===== src/etmb_pkg.sv =====
// Package for the Euler scale-rotate-translate matrix builder.
// Holds the fixed-point constants, the arctangent table and the shared types.
`timescale 1ns / 1ps
package etmb_pkg;

  localparam int CordicSteps = 16;
  localparam logic signed [19:0] AngPi = 20'sd205887;
  localparam logic signed [19:0] AngTwoPi = 20'sd411775;
  localparam logic signed [19:0] AngHalfPi = 20'sd102944;
  localparam logic signed [32:0] CordicGain = 33'sd652032874;

  // Cycles through the sine/cosine pipeline: input register, rotations, rounding
  localparam int TrigLat = CordicSteps + 2;
  // Cycles through the product, scale and saturate stages
  localparam int MatLat = 4;

  typedef struct packed {
    logic signed [31:0] pos_x;
    logic signed [31:0] pos_y;
    logic signed [31:0] pos_z;
    logic signed [15:0] angle_x;
    logic signed [15:0] angle_y;
    logic signed [15:0] angle_z;
    logic signed [31:0] scale_x;
    logic signed [31:0] scale_y;
    logic signed [31:0] scale_z;
  } in_item_t;

  typedef struct packed {
    logic signed [31:0] m_r0c0;
    logic signed [31:0] m_r0c1;
    logic signed [31:0] m_r0c2;
    logic signed [31:0] m_r1c0;
    logic signed [31:0] m_r1c1;
    logic signed [31:0] m_r1c2;
    logic signed [31:0] m_r2c0;
    logic signed [31:0] m_r2c1;
    logic signed [31:0] m_r2c2;
    logic signed [31:0] m_r3c0;
    logic signed [31:0] m_r3c1;
    logic signed [31:0] m_r3c2;
  } out_item_t;

  // Side data carried alongside the trig pipeline
  typedef struct packed {
    logic signed [31:0] pos_x;
    logic signed [31:0] pos_y;
    logic signed [31:0] pos_z;
    logic signed [31:0] scale_x;
    logic signed [31:0] scale_y;
    logic signed [31:0] scale_z;
  } side_t;

  typedef struct packed {
    logic signed [15:0] sx;
    logic signed [15:0] cx;
    logic signed [15:0] sy;
    logic signed [15:0] cy;
    logic signed [15:0] sz;
    logic signed [15:0] cz;
  } trig_t;

  function automatic logic signed [19:0] atan_lut(input logic [3:0] i);
    logic signed [19:0] r;
    begin
      case (i)
        4'd0: r = 20'sd51472;
        4'd1: r = 20'sd30386;
        4'd2: r = 20'sd16055;
        4'd3: r = 20'sd8150;
        4'd4: r = 20'sd4091;
        4'd5: r = 20'sd2047;
        4'd6: r = 20'sd1024;
        4'd7: r = 20'sd512;
        4'd8: r = 20'sd256;
        4'd9: r = 20'sd128;
        4'd10: r = 20'sd64;
        4'd11: r = 20'sd32;
        4'd12: r = 20'sd16;
        4'd13: r = 20'sd8;
        4'd14: r = 20'sd4;
        4'd15: r = 20'sd2;
        default: r = 20'sd0;
      endcase
      return r;
    end
  endfunction

endpackage


===== src/etmb_cordic.sv =====
// Pipelined sine/cosine of one Q4.12 angle: reduce, 16 CORDIC stages, round.
// Depends on etmb_pkg. Advances only when en is high.
`timescale 1ns / 1ps
module etmb_cordic
  import etmb_pkg::*;
(
  input  logic clk,
  input  logic en,
  input  logic signed [15:0] angle,
  output logic signed [15:0] sin_q,
  output logic signed [15:0] cos_q
);

  logic signed [32:0] xs [CordicSteps+1];
  logic signed [32:0] ys [CordicSteps+1];
  logic signed [19:0] zs [CordicSteps+1];
  logic negs [CordicSteps+1];

  logic signed [19:0] z0, z1;
  logic neg0;

  // Reduce the angle into [-pi/2, pi/2]
  always_comb begin
    z0 = 20'(angle) <<< 4;
    neg0 = 1'b0;
    if (z0 > AngPi) z0 = z0 - AngTwoPi;
    if (z0 < -AngPi) z0 = z0 + AngTwoPi;
    z1 = z0;
    if (z0 > AngHalfPi) begin
      z1 = z0 - AngPi;
      neg0 = 1'b1;
    end else if (z0 < -AngHalfPi) begin
      z1 = z0 + AngPi;
      neg0 = 1'b1;
    end
  end

  always_ff @(posedge clk) begin
    if (en) begin
      xs[0] <= CordicGain;
      ys[0] <= '0;
      zs[0] <= z1;
      negs[0] <= neg0;
    end
  end

  // One rotation per stage
  for (genvar i = 0; i < CordicSteps; i++) begin : g_stage
    always_ff @(posedge clk) begin
      if (en) begin
        if (zs[i] >= 0) begin
          xs[i+1] <= xs[i] - (ys[i] >>> i);
          ys[i+1] <= ys[i] + (xs[i] >>> i);
          zs[i+1] <= zs[i] - atan_lut(4'(i));
        end else begin
          xs[i+1] <= xs[i] + (ys[i] >>> i);
          ys[i+1] <= ys[i] - (xs[i] >>> i);
          zs[i+1] <= zs[i] + atan_lut(4'(i));
        end
        negs[i+1] <= negs[i];
      end
    end
  end

  logic signed [32:0] xr, yr;
  logic signed [18:0] cq, sq;

  // Round to Q1.15, apply the fold and saturate
  always_comb begin
    xr = (xs[CordicSteps] + 33'sd16384) >>> 15;
    yr = (ys[CordicSteps] + 33'sd16384) >>> 15;
    cq = negs[CordicSteps] ? -xr[18:0] : xr[18:0];
    sq = negs[CordicSteps] ? -yr[18:0] : yr[18:0];
  end

  always_ff @(posedge clk) begin
    if (en) begin
      cos_q <= (cq > 19'sd32767) ? 16'sh7fff : (cq < -19'sd32768) ? 16'sh8000 : cq[15:0];
      sin_q <= (sq > 19'sd32767) ? 16'sh7fff : (sq < -19'sd32768) ? 16'sh8000 : sq[15:0];
    end
  end

endmodule


===== config.mk =====
export PLATFORM = sky130hd
export DESIGN_NAME = etmb_cordic
export DESIGN_NICKNAME = d
export VERILOG_FILES = /design/src/etmb_pkg.sv /design/src/etmb_cordic.sv
export SDC_FILE = /design/constraint.sdc
export NUM_CORES = 2
export LEC_CHECK = 0
export BUFFER_PORTS_ARGS = -buffer_cell sky130_fd_sc_hd__buf_2
export CAP_MARGIN = 0
export CORE_MARGIN = 3
export CORE_UTILIZATION = 53
export CTS_CLUSTER_DIAMETER = 200
export DETAILED_ROUTE_END_ITERATION = 6
export GPL_ROUTABILITY_DRIVEN = 0
export PLACE_DENSITY_LB_ADDON = 0.1
export SYNTH_ARGS = -nofsm -noshare
export SYNTH_HDL_FRONTEND = slang
export SYNTH_SLANG_ARGS = --single-unit

===== constraint.sdc =====
create_clock -name clk -period 16.55 [get_ports clk]
set_clock_uncertainty 0.05 [all_clocks]
set_input_delay 3.31 -clock clk [delete_from_list [all_inputs] [get_ports clk]]
set_output_delay 3.31 -clock clk [all_outputs]
set_load 0.005 [all_outputs]

; ---- After elaboration in Yosys (flattened, before gate mapping)
; Memory sizes are Yosys's and may differ from the RTL's.
; Cells that the tools add are included.
[op_classes]
add_sub_neg = 103
n_lt_le_gt_ge = 24
muxes = 156
n_bitwise = 48
[ops]
columns = cell, count
row1 = $mux W33, 32
row2 = $mux W20, 20
row3 = $ge A20 B1 Y1 const B, 16
row4 = $mux W1, 100
row5 = $add A33 B16 Y33 const B, 2
row6 = $add A33 B18 Y33, 2
row7 = $add A33 B19 Y33, 2
row8 = $add A33 B20 Y33, 2
row9 = $add A33 B21 Y33, 2
row10 = $add A33 B22 Y33, 2
row11 = $add A33 B23 Y33, 2
row12 = $add A33 B24 Y33, 2
row13 = $add A33 B25 Y33, 2
row14 = $add A33 B26 Y33, 2
row15 = $add A33 B27 Y33, 2
row16 = $add A33 B28 Y33, 2
row17 = $add A33 B29 Y33, 2
row18 = $add A33 B30 Y33, 2
row19 = $add A33 B31 Y33, 2
row20 = $add A33 B32 Y33, 2
row21 = $sub A33 B18 Y33, 2
row22 = $sub A33 B19 Y33, 2
row23 = $sub A33 B20 Y33, 2
row24 = $sub A33 B21 Y33, 2
row25 = 57 further kinds, 123
[totals]
reg_bits = 32
ramBits = 1479
input_bits = 18
output_inout_bits = 32
word_cells = 337
n_memories = 4
[mem_list]
columns = name, words, word_bits, rd, rd_ports_with_merged_regs, write_ports, line_no
row1 = xs, 17, 33, 17, 0, 17, etmb_cordic.sv:14  ; logic signed [32:0] xs [CordicSteps+1];
row2 = ys, 17, 33, 17, 0, 17, etmb_cordic.sv:15  ; logic signed [32:0] ys [CordicSteps+1];
row3 = zs, 17, 20, 16, 0, 17, etmb_cordic.sv:16  ; logic signed [19:0] zs [CordicSteps+1];
row4 = negs, 17, 1, 17, 0, 17, etmb_cordic.sv:17  ; logic negs [CordicSteps+1];

; ---- Longest topological paths before layout
[depth]
word_depth = 7
ltp_mapped = 22
ltp_nobuf = 21

; ---- Worst setup path before layout
; No wires, ideal clock.
[synth_timing]
path_kind = input-to-reg
start = input en
end = memory ys[14][29] (data pin)
setup_ps = 259
t_arrival_ps = 8205
required_time_ps = 16241
path_slack_ps = 8036
path_stages = 21
path_buffers = 4
path_cell_list = clkbuf_1 > clkbuf_1 > and2_1 > clkbuf_1 > clkinv_1 > clkbuf_1 > mux2i_1 > ha_1 > nor2b_1 > o21ai_0 > a21boi_0 > o21a_1 > o221ai_1 > a31oi_1 > o41ai_1 > o21bai_1 > o31ai_1 > o21bai_1 > a2111oi_0 > o21ba_2 > xnor2_1
[synth_lines]
columns = item, line_no
row1 = from (decl), etmb_cordic.sv:8  ; input logic en,
row2 = to (decl), etmb_cordic.sv:15

==> summary.txt <==
Route
  – Pre-antenna DRT Iters: 6
  – Vias post-DR: 80900
  – Post-DRT Antenna Nets: 0
  – Post-route DRC: 0
  – Wirelength, routed: 266000 µm
  – Drt via density: 5.96
  – DR iter-0 viols: a little under 6000
  – Wire per inst: 19.6 µm

Timing
  – RSZ-0062 raised after global routing: false
  – Fmax: 106 MHz
  – Final Cycle Share: 0.570
  – Final hold violation count: 0
  – Final setup viols: 0
  – Hold slack: between 0.3 and 0.4 ns
  – Final Critical Period: roughly 9.4 ns
  – Slew HR: 0.192
  – Final Slew Violations: 0
  – Worst Tran Pin Value: 1.21 ns
  – Setup_tns: 0 ns

Worst setup path
  – Worst Setup Start Kind: input port
  – CP required: 17.05 ns
  – CP max FO: 85
  – Crit Path Class: in2reg
  – Worst Path Arrival: 9.94 ns
  – Crit end category: flop

Die
  – Core Box Area: about 0.2 mm²
  – Initial core utilization: 0.535
  – Die Height: about 450 µm
  – Full die area: 0.203 mm²
  – Die W: 450 µm
  – I/O pins: 50
  – Std-Cell Rows: 162

GRT
  – Initial antenna violation count: 15
  – GRT overflow: 0
  – Largest net degree at the start of global routing: between 150 and 200
  – Global-route wire length before repair: 424000 µm
  – GRT Total Usage: 0.258
  – Vias in the first global route: 78400

Logic synthesis
  – Top_reg_cell synth: edfxtp_1
  – Mapped Nets: 12000
  – Yosys Warn Count: 0
  – Register area share after synthesis: 0.364
  – Yosys cell types: 105
  – Synth Register Bits: 1268
  – Mapped Cells: 10800
  – Post-synthesis cell area: 0.105 mm²
  – Post-synth top area share: 0.364
  – Commonest cells in the synthesized netlist: edfxtp_1 (1268), ha_1 (1150), xnor2_1 (1097)
  – Most frequent cell after synthesis: edfxtp_1
  – Top cells by area, synth: edfxtp_1 (36%), ha_1 (14%), xnor2_1 (9.2%)
  – Largest area contributor in the netlist: edfxtp_1
  – Number of synthesized flops with an enable pin: 1268
  – Synth Area per Inst: 9.70 µm²
  – Async set-reset flop share out of synthesis: 0

Clock tree
  – CTS tree: yes
  – Post-CTS Setup Bufs: 0
  – Worst-Skew Late Latency: roughly 0.80 ns
  – Clock Tree Buf Depth: 3
  – Reg clk slew, reported paths: 0.06 ns
  – Num CTS Buffers: 147
  – CTS H-tree lvls: 4
  – Gates resized, CTS repair: 0
  – Clock sink count: about 1300
  – Clock Root Buffer: clkbuf_16
  – Post-cts hold buffer count: 0

Status
  – Status: finished, final reports clean

Layout
  – Final net count: 12000
  – Share of cells above drive strength 1: 0.0427
  – Area delta synth->final: 7.93%
  – Finished Cell Area: around 0.11 mm²
  – Final std cells w/o fill: 13600

Placement
  – Post-DP Area: 0.108 mm²
  – Post-placement cell count: 13300
  – Port Buf Inserts: 49
  – Post-detail-place hpwl: 210000 µm

Hold path
  – Hold WC Path Type: reg2reg

Job
  – Max_cap viols: 0
[layer usage]
layer	part of all wire	track usage
met4	0.040	0.100
met1	0.42	0.319
met2	0.49	0.456
met3	0.044	0.0330
met5	0.00026	0
[flip-flops by register name, indices dropped and copies added (netlist names)]
name,cells
cos_q,16
negs,17
ys,482
zs,281
sin_q,16
xs,456
[layout make-up]
class | instances | area [µm²]
fill | 16800 | 82800
multi-input combinational | 8842 | 63900
sequential | 1268 | 38100
clock buffer | 175 | 3910
tap | 2624 | 3280
inverter | 476 | 1790
clock inverter | 92 | 1170
timing repair buffer | 101 | 663
antenna | 5 | 12.5
[metrics by stage]
step	utilization	setup slack, ns
after floorplan	-	8.04
after global placement	0.551	6.47
after detailed placement	0.551	6.36
after CTS	0.577	7.21
after global routing	0.577	6.40
final	0.577	7.11
[cell usage in the layout (no fill, tap or decap), drive strengths merged, types with 354 or more instances in the layout]
cell type | Yosys | final
xnor2 | 1101 | 1101
inv | 471 | 476
a21oi | 1003 | 1003
ha | 1150 | 1150
xor2 | 565 | 565
nand2 | 629 | 629
nor2 | 925 | 925
edfxtp | 1268 | 1268
a21o | 354 | 354
o21ai | 514 | 514
[worst paths after layout]
check	from	to	slack [ns]	cells after the start
worst max-delay path	en	xs[6][32]$_DFFE_PP_	7.11	23
worst min-delay path	negs[1][3]$_DFFE_PP_	negs[1][4]$_DFFE_PP_	0.36	0
worst max register to register	zs[2][19]$_DFFE_PP_	ys[3][32]$_DFFE_PP_	9.94	16
worst min register to register	negs[1][3]$_DFFE_PP_	negs[1][4]$_DFFE_PP_	0.36	0
[critical path, stage by stage]
cell and delay [ns]:
buf_12 0.37, buf_4 0.47, buf_4 0.58, nand2_1 0.10
buf_4 0.29, inv_1 0.37, buf_4 0.47, nor2_1 0.09
xor2_1 0.16, ha_1 0.32, a21o_1 0.16, a21oi_1 0.26
o21ai_0 0.17, a41o_1 0.29, o21ai_0 0.42, a211oi_1 0.20
a311oi_1 0.50, o41ai_1 0.26, a21oi_1 0.34, a21oi_1 0.11
a211o_1 0.28, a21oi_1 0.18, xnor2_1 0.10
[cells by family after synthesis]
logic type | count (synthesis) | share of synthesized area
multiplexers | 124 | 0.0125
adder cells (fa/ha/maj) | 1193 | 0.146
XOR/XNOR | 1666 | 0.140
flip-flops | 1268 | 0.364
AO/OA/AOI/OAI | 2980 | 0.182
buffers and inverters | 664 | 0.0243
AND/OR/NAND/NOR | 2879 | 0.131
Power is left out: the tool's default activity adds up to more than one toggle a clock period on the data nets, which glitch-free logic cannot reach.
